[src/rcc_pkg.sv]
// rcc_pkg: shared types and constants for the RC channel conditioner.
// Used by rcc_cfg_regs, rcc_stick_cond and rc_channel_conditioner_unit.
package rcc_pkg;

	localparam int unsigned RAW_W       = 11;
	localparam int unsigned STICK_W     = 12;
	localparam int unsigned BAND_W      = 8;
	localparam int unsigned STICK_N     = 4;
	localparam int unsigned SWITCH_N    = 4;
	localparam int unsigned THROTTLE_CH = 2;
	localparam int unsigned CFG_IDX_W   = 3;
	localparam int unsigned IN_DATA_W   = 88;
	localparam int unsigned OUT_DATA_W  = 56;

	localparam logic [RAW_W-1:0]  CENTRE_RST    = 11'd1500;
	localparam logic [RAW_W-1:0]  FLOOR_RST     = 11'd989;
	localparam logic [BAND_W-1:0] DEAD_BAND_RST = 8'd10;
	localparam logic [BAND_W-1:0] SLEW_RST      = 8'd30;
	localparam logic [RAW_W-1:0]  SWITCH_RST    = 11'd1250;

	typedef enum logic [CFG_IDX_W-1:0] {
		REG_STICK_CENTRE     = 3'd0,
		REG_THROTTLE_FLOOR   = 3'd1,
		REG_DEAD_BAND        = 3'd2,
		REG_SLEW_STEP        = 3'd3,
		REG_SWITCH_THRESHOLD = 3'd4
	} cfg_reg_t;

	typedef struct packed {
		logic [RAW_W-1:0]  stick_centre;
		logic [RAW_W-1:0]  throttle_floor;
		logic [BAND_W-1:0] dead_band;
		logic [BAND_W-1:0] slew_step;
		logic [RAW_W-1:0]  switch_threshold;
	} cfg_t;

endpackage

[src/rcc_cfg_regs.sv]
// rcc_cfg_regs: configuration register file of the RC channel conditioner.
// Depends on rcc_pkg.
module rcc_cfg_regs (
	input  logic                          clk,
	input  logic                          arst_n,
	input  logic                          cfg_valid,
	output logic                          cfg_ready,
	input  logic [rcc_pkg::CFG_IDX_W-1:0] cfg_index,
	input  logic [rcc_pkg::RAW_W-1:0]     cfg_data,
	output rcc_pkg::cfg_t                 cfg
);

	rcc_pkg::cfg_t cfg_q;

	assign cfg_ready = 1'b1;
	assign cfg       = cfg_q;

	always_ff @(posedge clk or negedge arst_n) begin
		if (!arst_n) begin
			cfg_q.stick_centre     <= rcc_pkg::CENTRE_RST;
			cfg_q.throttle_floor   <= rcc_pkg::FLOOR_RST;
			cfg_q.dead_band        <= rcc_pkg::DEAD_BAND_RST;
			cfg_q.slew_step        <= rcc_pkg::SLEW_RST;
			cfg_q.switch_threshold <= rcc_pkg::SWITCH_RST;
		end else if (cfg_valid && cfg_ready) begin
			unique case (rcc_pkg::cfg_reg_t'(cfg_index))
				rcc_pkg::REG_STICK_CENTRE:     cfg_q.stick_centre     <= cfg_data;
				rcc_pkg::REG_THROTTLE_FLOOR:   cfg_q.throttle_floor   <= cfg_data;
				rcc_pkg::REG_DEAD_BAND:        cfg_q.dead_band        <= cfg_data[rcc_pkg::BAND_W-1:0];
				rcc_pkg::REG_SLEW_STEP:        cfg_q.slew_step        <= cfg_data[rcc_pkg::BAND_W-1:0];
				rcc_pkg::REG_SWITCH_THRESHOLD: cfg_q.switch_threshold <= cfg_data;
				default: ;
			endcase
		end
	end

endmodule

[src/rcc_stick_cond.sv]
// rcc_stick_cond: offset, deadband and slew clamp for one stick channel.
// Depends on rcc_pkg; purely combinational.
module rcc_stick_cond (
	input  logic [rcc_pkg::RAW_W-1:0]          raw,
	input  logic [rcc_pkg::RAW_W-1:0]          offset,
	input  logic                               throttle_mode,
	input  logic [rcc_pkg::BAND_W-1:0]         dead_band,
	input  logic [rcc_pkg::BAND_W-1:0]         slew_step,
	input  logic signed [rcc_pkg::STICK_W-1:0] prev,
	output logic signed [rcc_pkg::STICK_W-1:0] value
);

	localparam int unsigned W = rcc_pkg::STICK_W + 1;

	logic signed [W-1:0] diff;
	logic signed [W-1:0] db;
	logic signed [W-1:0] slew;
	logic signed [W-1:0] outer;
	logic signed [W-1:0] prev_x;
	logic signed [W-1:0] hi;
	logic signed [W-1:0] lo;
	logic signed [W-1:0] banded;
	logic signed [W-1:0] limited;
	logic                in_band;

	always_comb begin
		diff   = $signed({2'b00, raw}) - $signed({2'b00, offset});
		db     = $signed({{(W - rcc_pkg::BAND_W){1'b0}}, dead_band});
		slew   = $signed({{(W - rcc_pkg::BAND_W){1'b0}}, slew_step});
		outer  = db + slew;
		prev_x = $signed({prev[rcc_pkg::STICK_W-1], prev});
		hi     = prev_x + slew;
		lo     = prev_x - slew;

		if (throttle_mode) begin
			in_band = diff < db;
		end else begin
			in_band = (diff < db) && (diff > -db);
		end
		banded = in_band ? '0 : diff;

		limited = banded;
		if (banded > outer || banded < -outer) begin
			priority if (banded > hi) begin
				limited = hi;
			end else if (banded < lo) begin
				limited = lo;
			end else begin
				limited = banded;
			end
		end
		value = limited[rcc_pkg::STICK_W-1:0];
	end

endmodule

[src/rc_channel_conditioner_unit.sv]
// rc_channel_conditioner_unit: top level of the RC channel conditioner.
// Depends on rcc_pkg, rcc_cfg_regs and rcc_stick_cond.
//
// Usage:
//   s_* carries one frame of eight 11-bit raw pulse widths per transfer.
//   m_* carries one conditioned result per frame: four signed 12-bit stick
//   values and four switch bits.
//   cfg_* writes one register per transfer (always ready); write only while
//   no frame is in flight.
// Path: input stage register, then conditioning, then result register.
// Throughput: one frame per cycle while m_tready is high; the input stage
// register and the result register form a two-entry pipeline, so s_tready
// stays high while a result waits if the input stage is free or moving.
// The previous stick outputs used by the slew clamp live in the result
// register itself and update in frame order.
// Reset: config returns to its defaults, previous outputs clear to zero,
// both stages empty.
// Stall: with m_tready low the result holds; one more frame is taken into
// the input stage, then s_tready drops until the result is taken.
module rc_channel_conditioner_unit (
	input  logic                           clk,
	input  logic                           arst_n,
	// fields low to high: roll_raw, pitch_raw, throttle_raw, yaw_raw,
	// switch_a_raw, switch_b_raw, switch_c_raw, switch_d_raw
	input  logic                           s_tvalid,
	output logic                           s_tready,
	input  logic [rcc_pkg::IN_DATA_W-1:0]  s_tdata,
	// fields low to high: roll_out, pitch_out, throttle_out, yaw_out,
	// switch_a_on, switch_b_on, switch_c_on, switch_d_on, 4 zero bits
	output logic                           m_tvalid,
	input  logic                           m_tready,
	output logic [rcc_pkg::OUT_DATA_W-1:0] m_tdata,
	input  logic                           cfg_valid,
	output logic                           cfg_ready,
	input  logic [rcc_pkg::CFG_IDX_W-1:0]  cfg_index,
	input  logic [rcc_pkg::RAW_W-1:0]      cfg_data
);

	localparam int unsigned RW = rcc_pkg::RAW_W;
	localparam int unsigned SW = rcc_pkg::STICK_W;

	rcc_pkg::cfg_t cfg;

	logic                          valid_s1;
	logic [rcc_pkg::IN_DATA_W-1:0] data_s1;
	logic                          out_valid_q;
	logic signed [SW-1:0]          stick_q   [rcc_pkg::STICK_N];
	logic signed [SW-1:0]          stick_new [rcc_pkg::STICK_N];
	logic [rcc_pkg::SWITCH_N-1:0]  switch_q;
	logic [rcc_pkg::SWITCH_N-1:0]  switch_new;
	logic                          advance;

	rcc_cfg_regs u_cfg (
		.clk       (clk),
		.arst_n    (arst_n),
		.cfg_valid (cfg_valid),
		.cfg_ready (cfg_ready),
		.cfg_index (cfg_index),
		.cfg_data  (cfg_data),
		.cfg       (cfg)
	);

	assign advance  = !out_valid_q || m_tready;
	assign s_tready = !valid_s1 || advance;

	always_ff @(posedge clk or negedge arst_n) begin
		if (!arst_n) begin
			valid_s1 <= 1'b0;
		end else if (s_tready) begin
			valid_s1 <= s_tvalid;
		end
	end

	always_ff @(posedge clk) begin
		if (s_tvalid && s_tready) begin
			data_s1 <= s_tdata;
		end
	end

	for (genvar i = 0; i < rcc_pkg::STICK_N; i++) begin : g_stick
		rcc_stick_cond u_stick (
			.raw           (data_s1[i*RW +: RW]),
			.offset        ((i == rcc_pkg::THROTTLE_CH) ? cfg.throttle_floor : cfg.stick_centre),
			.throttle_mode (i == rcc_pkg::THROTTLE_CH),
			.dead_band     (cfg.dead_band),
			.slew_step     (cfg.slew_step),
			.prev          (stick_q[i]),
			.value         (stick_new[i])
		);
	end

	for (genvar j = 0; j < rcc_pkg::SWITCH_N; j++) begin : g_switch
		assign switch_new[j] = data_s1[(rcc_pkg::STICK_N + j)*RW +: RW] > cfg.switch_threshold;
	end

	always_ff @(posedge clk or negedge arst_n) begin
		if (!arst_n) begin
			out_valid_q <= 1'b0;
			switch_q    <= '0;
			for (int k = 0; k < rcc_pkg::STICK_N; k++) begin
				stick_q[k] <= '0;
			end
		end else if (advance) begin
			out_valid_q <= valid_s1;
			if (valid_s1) begin
				switch_q <= switch_new;
				for (int k = 0; k < rcc_pkg::STICK_N; k++) begin
					stick_q[k] <= stick_new[k];
				end
			end
		end
	end

	assign m_tvalid = out_valid_q;
	assign m_tdata  = {4'b0000, switch_q, stick_q[3], stick_q[2], stick_q[1], stick_q[0]};

	// input stage only blocks when both stages are full and the sink stalls
	a_ready_low: assert property (@(posedge clk) disable iff (!arst_n)
		!s_tready |-> (valid_s1 && out_valid_q && !m_tready))
		else $error("s_tready low without a full, stalled pipeline");

	a_moves_out: assert property (@(posedge clk) disable iff (!arst_n)
		(advance && valid_s1) |=> out_valid_q)
		else $error("frame in input stage lost on advance");

	a_s1_holds: assert property (@(posedge clk) disable iff (!arst_n)
		(valid_s1 && !advance) |=> (valid_s1 && $stable(data_s1)))
		else $error("input stage changed while blocked");

	a_stick_range: assert property (@(posedge clk) disable iff (!arst_n)
		out_valid_q |-> (stick_q[0] != 12'sh800 && stick_q[1] != 12'sh800 &&
			stick_q[2] != 12'sh800 && stick_q[3] != 12'sh800))
		else $error("stick output outside -2047..2047");

endmodule

[config.mk]
export PLATFORM = sky130hd
export DESIGN_NAME = rc_channel_conditioner_unit
export DESIGN_NICKNAME = d
export VERILOG_FILES = /design/src/rcc_pkg.sv /design/src/rcc_cfg_regs.sv /design/src/rcc_stick_cond.sv /design/src/rc_channel_conditioner_unit.sv
export SDC_FILE = /design/constraint.sdc
export NUM_CORES = 1
export LEC_CHECK = 0
export BUFFER_PORTS_ARGS = -buffer_cell sky130_fd_sc_hd__buf_2
export CAP_MARGIN = 20
export CORE_AREA = 5 5 213 163
export DETAILED_ROUTE_END_ITERATION = 16
export DIE_AREA = 0 0 218 168
export PLACE_DENSITY = 0.82
export SYNTH_ARGS = -nofsm -noshare
export SYNTH_HDL_FRONTEND = slang
export SYNTH_SLANG_ARGS = --single-unit
[constraint.sdc]
create_clock -name clk -period 7.8 [get_ports clk]
set_clock_uncertainty 0.15 [all_clocks]
set_input_delay 0.39 -clock clk [delete_from_list [all_inputs] [get_ports clk]]
set_output_delay 0.39 -clock clk [all_outputs]
set_load 0.005 [all_outputs]
# Word-level counts from Yosys, hierarchy flattened
# Index checks and enable logic that the tools add are counted.
totals:
  word_cells: 94
  ff_bits: 191
  out_inout_bits: 59
op_classes:
  n_eq_ne: 4
  mux: 16
  n_reduce_logical: 19
  magnitude_cmp: 27
  addsub: 15
op_table:
  columns: ["op", "count"]
  rows:
  - ["two-way mux 12 bit", 12]
  - ["less-than comparator 13 bit", 8]
  - ["greater-than comparator 13 bit", 7]
  - ["adder 12 x 9 -> 13 bit", 4]
  - ["greater-than comparator 13 x 10 -> 1 bit", 4]
  - ["less-than comparator 13 x 9 -> 1 bit", 4]
  - ["two-way mux 13 bit", 4]
  - ["subtractor 12 x 9 -> 13 bit", 4]
  - ["subtractor 11 x 11 -> 12 bit", 4]
  - ["greater-than comparator 11 bit", 4]
  - ["negation 13 bit", 1]
  - ["negation 8 -> 13 bit", 1]
  - ["AND reduction 2 bit", 6]
  - ["adder 8 x 8 -> 9 bit", 1]
  - ["equality test 3 x 2 -> 1 bit, second input constant", 2]
  - ["logical OR 1 bit", 6]
  - ["logical AND 1 bit", 4]
  - ["equality test 3 x 1 -> 1 bit, second input constant", 1]
  - ["equality test 3 bit, second input constant", 1]
  - ["logical NOT 3 bit", 1]
  - ["logical NOT 1 bit", 2]

# Logic depth before layout (Yosys ltp)
# Gate-level depths: netlist of the first run.
logic_depth:
  depth_word: 8
  depth_mapped: 35

# Cells and area by module
# Synthesis of the first run repeated with hierarchy kept, for this count alone.
hier_totals:
  cells_unflattened: 2634
  hier_area_um2: 24060.6
by_module_without_submodules:
  columns: ["mod", "area_each_um2", "cells_each", "instances"]
  rows:
  - ["rc_channel_conditioner_unit", 5856.9, 335, 1]
  - ["rcc_stick_cond (g_stick[0].u_stick)", 4264.1, 584, 1]
  - ["rcc_stick_cond (g_stick[3].u_stick)", 4137.7, 548, 1]
  - ["rcc_stick_cond (g_stick[2].u_stick)", 4026.4, 535, 1]
  - ["rcc_stick_cond (g_stick[1].u_stick)", 3870.0, 523, 1]
  - ["rcc_cfg_regs", 1905.6, 109, 1]

# Worst setup path before layout of the first run
# OpenSTA, ideal clock, no wires.
synth_timing:
  kind: "register -> register"
  start: "register data_s1[11] (netlist bit)"
  end: "register stick_q, in the netlist m_tdata[14]"
  stages_incl_launch_ff: 35
  arrival_ns: 6.504
  n_path_buf: 2
  setup_slack_ns: 1.009
  cell_sequence: "edfxtp_1 > inv_1 > ha_1 > inv_1 > fa_1 > a21o_1 > a21oi_1 > o21ai_0 > a31o_2 > a21oi_1 > xor2_1 > inv_1 > ha_1 > a21o_1 > a2111o_1 > a211oi_1 > inv_1 > o211a_1 > a41oi_1 > clkbuf_1 > and2_1 > ha_1 > nor2b_1 > o21a_1 > o21ai_0 > a211oi_1 > a2111oi_0 > o21bai_1 > a211oi_1 > o22ai_1 > nand2b_1 > nand2_1 > buf_2 > mux2i_1 > a21oi_1"
synth_via:
  elab_chain_cells: 8
  elab_cells_between_ends: 13
synth_rtl:
  columns: ["item", "line_no", "source"]
  rows:
  - ["start: declaration", "rc_channel_conditioner_unit.sv:45", "logic [rcc_pkg::IN_DATA_W-1:0] data_s1;"]
  - ["start signal: assignment", "rc_channel_conditioner_unit.sv:76", "data_s1 <= s_tdata;"]
  - ["subtractor 11 x 11 -> 12 bit (*)", "rcc_stick_cond.sv:27", "diff = $signed({2'b00, raw}) - $signed({2'b00, offset});"]
  - ["less-than comparator 13 x 9 -> 1 bit / greater-than comparator 13 bit (equally long branches)", null, null]
  - ["logical AND 1 bit", "rcc_stick_cond.sv:38", "in_band = (diff < db) && (diff > -db);"]
  - ["two-way mux 13 bit (*)", "rcc_stick_cond.sv:40", "banded = in_band ? '0 : diff;"]
  - ["less-than comparator 13 bit", "rcc_stick_cond.sv:46", "end else if (banded < lo) begin"]
  - ["two-way mux 12 bit", "rcc_stick_cond.sv:46", null]
  - ["two-way mux 12 bit", "rcc_stick_cond.sv:44", "priority if (banded > hi) begin"]
  - ["two-way mux 12 bit (*)", "rcc_stick_cond.sv:43", "if (banded > outer || banded < -outer) begin"]
  - ["end signal: indexed assignment", "rc_channel_conditioner_unit.sv:108", "stick_q[k] <= stick_new[k];"]
  - ["end: declaration", "rc_channel_conditioner_unit.sv:47", "logic signed [SW-1:0] stick_q [rcc_pkg::STICK_N];"]
# Mark *: on every way between the ends. The rest lies on a longest branch, timed or not.
# A chain may end at the register's enable or synchronous reset.

# Worst setup path after layout of the first run
layout_timing:
  start: "register u_cfg.cfg_q, in the netlist u_cfg.cfg[38]"
  end: "register stick_q, in the netlist m_tdata[22]"
layout_via:
  elab_chain_cells: 8
  elab_cells_between_ends: 13
layout_rtl:
  columns: ["item", "line_no", "source"]
  rows:
  - ["start: declaration", "rcc_cfg_regs.sv:13", "rcc_pkg::cfg_t cfg_q;"]
  - ["subtractor 11 x 11 -> 12 bit (*)", "rcc_stick_cond.sv:27", null]
  - ["less-than comparator 13 x 9 -> 1 bit / greater-than comparator 13 bit (equally long branches)", null, null]
  - ["logical AND 1 bit", "rcc_stick_cond.sv:38", null]
  - ["two-way mux 13 bit (*)", "rcc_stick_cond.sv:40", null]
  - ["less-than comparator 13 bit", "rcc_stick_cond.sv:46", null]
  - ["two-way mux 12 bit", "rcc_stick_cond.sv:46", null]
  - ["two-way mux 12 bit", "rcc_stick_cond.sv:44", null]
  - ["two-way mux 12 bit (*)", "rcc_stick_cond.sv:43", null]
# Marks and branches as above.

==> metrics.txt, run 1 <==
run status=finished, final reports clean; CTS Root Cell=clkbuf_16; Peak VDD IR=280 uV; gpl congestion=1.00; Setup Crit Path Kind=flip-flop to flip-flop; worst skew pair latency=0.48 ns; Final Hold Fails=0; Yosys warnings=0; CTS buffer count=17; CTS tree=done; first-pass GRT wire length=96800 um; Placement Rows=between 50 and 60; Placed Cells=around 2700; Post-synth EDFFs=88; clock buffer depth=2; synthesis-stage register bit count=191; Data arrival, critical path=around 7.6 ns; Worst path max stage delay=0.43 ns; slowest CP cell=dfrtp_1; Post-Layout Cell Count=2854; global-route usage over all layers=33.4%; Least-Margin Pin Slew=1.01 ns; Fmax=around 130 MHz; Placed Area=0.0212 mm2; vias in the first global route=17454; Tmin final=7.42 ns; post-DP HPWL=45700 um; register area share after synthesis=26.5%; startpoint class of the critical path=flip-flop; leak pwr=10.8 nW; vias per cell=6.30; post-synthesis cell area=0.0198 mm2; Starting DRT DRC Count=1973; pin count of the biggest net entering global routing=a little under 80; Unique masters post-synth=81; Filler cells=2343; CP top delay family=compound AO/OA/AOI/OAI gates; io pins=166; Max FO, Critical Path=17; Worst slew margin=about 32%; Setup crit end kind=flip-flop; setup bufs post-CTS=0; # H-tree levels=4; clk sink count=191; Synth Flop Type=edfxtp_1; starting density of the core=61.6%; final wirelength=62900 um; drc violations=0; syn_area_per_cell=9.22 um2; final hold slack=~0.027 ns; total gr overflow=0; Layout area overhead=14.7%; # setup viols final=0; number of port buffers=160; Tcrit/Tclk final=95.2%; Max Slew Vio Count=0; design area=0.0228 mm2; Nets=approximately 2900; max-cap violation count=0; Die Y=around 170 um; worst endpoint required time=7.98 ns; Reg clk slew, reported paths=0.10 ns; setup_tns=0 ns; PwrDens=~480 mW/mm2; layout cell share with drive strength beyond 1=between 10% and 20%; sum of buffers and inverters on the critical path=5; router iterations before antenna repair=6; die area=approximately 0.037 mm2; initial antenna violation count=2; ys async rst share=a little over half; worst hold-check path type=input port to flip-flop; Via Count=17975; core area=0.0322 mm2; width of the die=218 um; Routed Antenna Nets=0; WL/cell=22.0 um; Syn Inst Count=2153
## synthesized netlist by cell type (all sizes together), types with 4 or more instances
library cell | n | area share, %
a2111oi | 10 | 0.44
o31ai | 14 | 0.53
nand4 | 40 | 1.3
clkbuf | 37 | 0.70
nand2 | 138 | 2.6
a211oi | 20 | 0.84
fa | 13 | 1.3
nor4 | 4 | 0.13
dfstp | 26 | 3.4
o211ai | 18 | 0.71
o22ai | 9 | 0.28
a211o | 5 | 0.22
o21bai | 32 | 1.2
xnor2 | 89 | 4.0
edfxtp | 88 | 13
or3 | 11 | 0.35
inv | 154 | 2.9
or2 | 6 | 0.19
o21a | 53 | 2.0
o221ai | 4 | 0.18
o2111ai | 4 | 0.18
nor2b | 60 | 1.9
nand2b | 46 | 1.5
dfrtp | 77 | 9.7
mux2 | 16 | 0.91
mux2i | 67 | 3.4
ha | 412 | 26
or4 | 6 | 0.23
buf | 14 | 0.44
a21boi | 6 | 0.23
o311ai | 4 | 0.18
nor3 | 35 | 0.94
a21o | 52 | 2.0
and3 | 5 | 0.16
a21oi | 134 | 3.4
o21ai | 149 | 3.8
nand3 | 33 | 0.83
xor2 | 39 | 1.7
and2 | 38 | 1.2
a31oi | 7 | 0.22
nor2 | 135 | 2.6
## final timing paths
kind,cells after the start,endpoint,slack [ns],start
max in group asynchronous,3,u_cfg.cfg[37],5.84,arst_n
max,33,m_tdata[22],0.38,u_cfg.cfg[38]
min reg2reg,2,switch_q[0],0.34,switch_q[0]
min,3,u_cfg.cfg[46],0.03,cfg_data[8]
min in group asynchronous,2,m_tdata[22],0.30,arst_n
max reg2reg,33,m_tdata[22],0.38,u_cfg.cfg[38]
## through the flow
step	utilization, %	power, mW	worst slack, ns
final	70.6	10.9	0.378
after global routing	70.6	11.9	-0.00276
after CTS	70.5	10.7	0.329
after detailed placement	65.7	9.58	0.354
after global placement	65.7	9.28	0.639
after floorplan	-	7.49	1.01
## flip-flops by register name, summed over array words and instances, names as in the netlist
| name | cells |
|---|---|
| data_s1 | 88 |
| m_tdata | 48 |
| m_tvalid | 1 |
| switch_q | 4 |
| u_cfg.cfg | 49 |
| valid_s1 | 1 |
## worst reg2reg max path: cells and delay by family, from the launching register on
| family | cells | cell delay [ns] |
|---|---|---|
| AND/OR/NAND/NOR | 4 | 0.95 |
| multiplexers | 1 | 0.23 |
| flip-flops | 1 | 0.43 |
| XOR/XNOR | 1 | 0.30 |
| buffers and inverters | 5 | 0.70 |
| AO/OA/AOI/OAI | 18 | 3.40 |
| adder cells (fa/ha/maj) | 4 | 1.15 |
## per-layer routing
layer / GRT usage [%] / vias to the layer above / share of wire, %
li1: - / 8292 / -
met1: 45.7 / 8547 / 42
met2: 52.7 / 970 / 45
met3: 7.34 / 164 / 9.7
met4: 11.3 / 2 / 3.3
met5: 0 / - / 0.032
## what timing repair did
action / 4_1_cts / 5_1_grt
endpoints found under the setup margin: 0 / 21
resized for setup: 0 / 5
hold buffers: 90 / 0
endpoints found under the hold margin: 125 / 0
## cells by family (layout without fill, tap and decap cells)
kind of cell | count (synthesis) | in the layout | share of synthesized area (%)
other | 2 | 7 | 0.0378
and+or+nand+nor | 570 | 570 | 14.4
buffers and inverters | 205 | 459 | 4.05
muxes | 83 | 83 | 4.29
adders and majority gates | 426 | 426 | 27.3
xor gates and xnor gates | 128 | 128 | 5.69
DFF | 191 | 191 | 26.5
AOI/OAI and AO/OA | 548 | 548 | 17.7
## power breakdown
group          internal [mW]  leakage [nW]  switching, mW
combinational           3.52          8.39           4.82
sequential              1.30          2.05          0.305
clock                  0.458         0.312          0.543
## cells in the final DEF, fill, tap and decap left out, drive strengths merged, types with 16 or more instances in the layout
cell / n
ha: 412
buf: 183
inv: 165
o21ai: 149
nand2: 138
nor2: 135
a21oi: 134
dlygate4sd3: 90
xnor2: 89
edfxtp: 88
dfrtp: 77
mux2i: 67
nor2b: 60
o21a: 53
a21o: 52
nand2b: 46
nand4: 40
xor2: 39
and2: 38
nor3: 35
nand3: 33
o21bai: 32
dfstp: 26
a211oi: 20
o211ai: 18
clkbuf: 17
mux2: 16
## area by class of cell
cell class | instances | area [um2] | share of cell area [%]
antenna | 2 | 5.00 | 0.0220
clock buffer | 17 | 425 | 1.87
clock inverter | 15 | 223 | 0.979
inverter | 154 | 578 | 2.54
multi-input combinational | 1760 | 13800 | 60.8
sequential | 191 | 5250 | 23.1
tap | 442 | 553 | 2.43
timing repair buffer | 273 | 1880 | 8.26
Power figures use the tool's default switching activity.
==> inputs of run 2 (changes only) <==
--- a/config.mk
+++ b/config.mk
@@ -11,6 +11,7 @@
 export DETAILED_ROUTE_END_ITERATION = 16
 export DIE_AREA = 0 0 218 168
 export PLACE_DENSITY = 0.82
+export RECOVER_POWER = 50
 export SYNTH_ARGS = -nofsm -noshare
 export SYNTH_HDL_FRONTEND = slang
 export SYNTH_SLANG_ARGS = --single-unit
==> metrics.txt, run 2 (synthesized netlist as in run 1, its figures left out) <==
run status=finished, violations left (was finished, final reports clean); failing checks=capacitance limit, slew limit; worst skew pair latency=0.48 ns (about the same); Setup crit end kind=flip-flop (unchanged); global-route usage over all layers=33.4% (unchanged); worst hold path depth=3 (unchanged); Max FO, Critical Path=17 (unchanged); number of port buffers=160 (unchanged); Peak VDD IR=278 uV (was 280 uV); Max Slew Vio Count=38 (was 0); Placed Cells=2728 (unchanged); router iterations before antenna repair=6 (unchanged); final hold slack=0.0278 ns (was 0.0271 ns); setup_tns=0 ns (unchanged); most common cell after layout, fill and taps aside=ha_1 (unchanged); Worst slew margin=-66.7% (was 32.4%); Setup Crit Path Kind=flip-flop to flip-flop (unchanged); width of the die=218 um (unchanged); layout cell share with drive strength beyond 1=10.0% (was 11.9%); Starting DRT DRC Count=1964 (was 1973); Die Y=168 um (unchanged); hold_sp=cfg_data[8] (unchanged); CP startpoint=u_cfg.cfg[38] (unchanged); pin count of the biggest net entering global routing=77 (unchanged); Final Hold Fails=0 (unchanged); Routed Antenna Nets=0 (unchanged); Fmax=135 MHz (about the same); Tcrit/Tclk final=95.0% (was 95.2%); Worst path max stage delay=0.44 ns (was 0.43 ns); Tmin final=7.41 ns (was 7.42 ns); Placed Area=0.0212 mm2 (unchanged); max reg flops=88 (unchanged); total gr overflow=0 (unchanged); starting density of the core=61.6% (unchanged); gpl congestion=1.00 (unchanged); Post-Layout Cell Count=2853 (was 2854); Worst Reg2Reg Path Length in Cells=33 (unchanged); # setup viols final=0 (unchanged); worst endpoint required time=7.96 ns (was 7.98 ns); clk sink count=191 (unchanged); FF-to-FF Start=u_cfg.cfg[38] (unchanged); Data arrival, critical path=7.57 ns (was 7.60 ns); Layout area overhead=14.3% (was 14.7%); io pins=166 (unchanged); clock buffer depth=2 (unchanged); vias per cell=6.28 (was 6.30); CTS Root Cell=clkbuf_16 (unchanged); Least-Margin Pin Slew=2.50 ns (was 1.01 ns); max-cap violation count=1 (was 0); Nets=2929 (unchanged); final wirelength=63100 um (was 62900 um); Reg clk slew, reported paths=0.10 ns (about the same); drc violations=0 (unchanged); design area=0.0227 mm2 (was 0.0228 mm2); commonest non-fill, non-tap cells in the layout=412 x ha_1, 154 x inv_1, 147 x o21ai_0 (was 412 x ha_1, 159 x buf_2, 154 x inv_1); CTS tree=done (unchanged); WL/cell=22.1 um (was 22.0 um); die area=0.0366 mm2 (unchanged); PwrDens=482 mW/mm2 (was 481 mW/mm2); # H-tree levels=4 (unchanged); startpoint class of the critical path=flip-flop (unchanged); worst hold-check path type=input port to flip-flop (unchanged); Via Count=17919 (was 17975); slowest CP cell=or3_1 (was dfrtp_1); leak pwr=10.6 nW (was 10.8 nW); initial antenna violation count=2 (unchanged); vias in the first global route=17454 (unchanged); core area=0.0322 mm2 (unchanged); CTS buffer count=17 (unchanged); Placement Rows=57 (unchanged); Most flops, register=data_s1 (unchanged); first-pass GRT wire length=96800 um (unchanged); post-DP HPWL=45700 um (unchanged)
run 2: per-stage QoR:
step	total power, mW	setup WS [ns]	util [%]
2_1_floorplan	7.49	1.01	-
3_3_place_gp	9.28	0.639	65.7
3_5_place_dp	9.58	0.354	65.7
4_1_cts	10.7	0.329	70.5
5_1_grt	11.8	-0.00276	70.3
6_report	10.9	0.391	70.3
run 2: power breakdown:
part	internal [mW]	switching (mW)	total, mW
Sequential	1.30	0.307	1.60
Combinational	3.51	4.83	8.33
Clock	0.458	0.538	0.996
Total	5.26	5.67	10.9
run 2: final timing paths:
kind,end,slack (ns)
max reg2reg,m_tdata[17],0.39
min in group asynchronous,m_tdata[22],1.08
min,u_cfg.cfg[46],0.03
max,m_tdata[17],0.39
min reg2reg,switch_q[0],0.34
max in group asynchronous,u_cfg.cfg[37],4.43
run 2: area by class of cell:
cell class / instances / area, um2
multi-input combinational: 1760 / 13800
inverter: 154 / 578
tap: 442 / 553
antenna: 1 / 2.50
timing repair buffer: 273 / 1810
clock buffer: 17 / 425
fill: 2379 / 9560
sequential: 191 / 5250
clock inverter: 15 / 223
run 2: timing repair:
item                                    in CTS  in global routing
hold endpoints to repair                   125                  0
endpoints found under the setup margin       0                 21
hold buffers                                90                  0
resized for setup                            0                  5
buffers inserted                             0                  0
run 2: critical path: cells and delay by family, from the launching register on:
family	cells	cell delay [ns]
fa+ha+maj	4	1.15
simple gates	4	0.95
compound gates	18	3.40
xor+xnor	1	0.29
mux	1	0.21
buf+inv	5	0.70
flops	1	0.43
run 2: per-layer routing:
layer	routed length, um	track usage, %	vias to the layer above
met5	20	0	-
met4	2220	11.3	2
li1	-	-	8307
met1	26900	45.7	8483
met2	27900	52.7	947
met3	6090	7.34	180
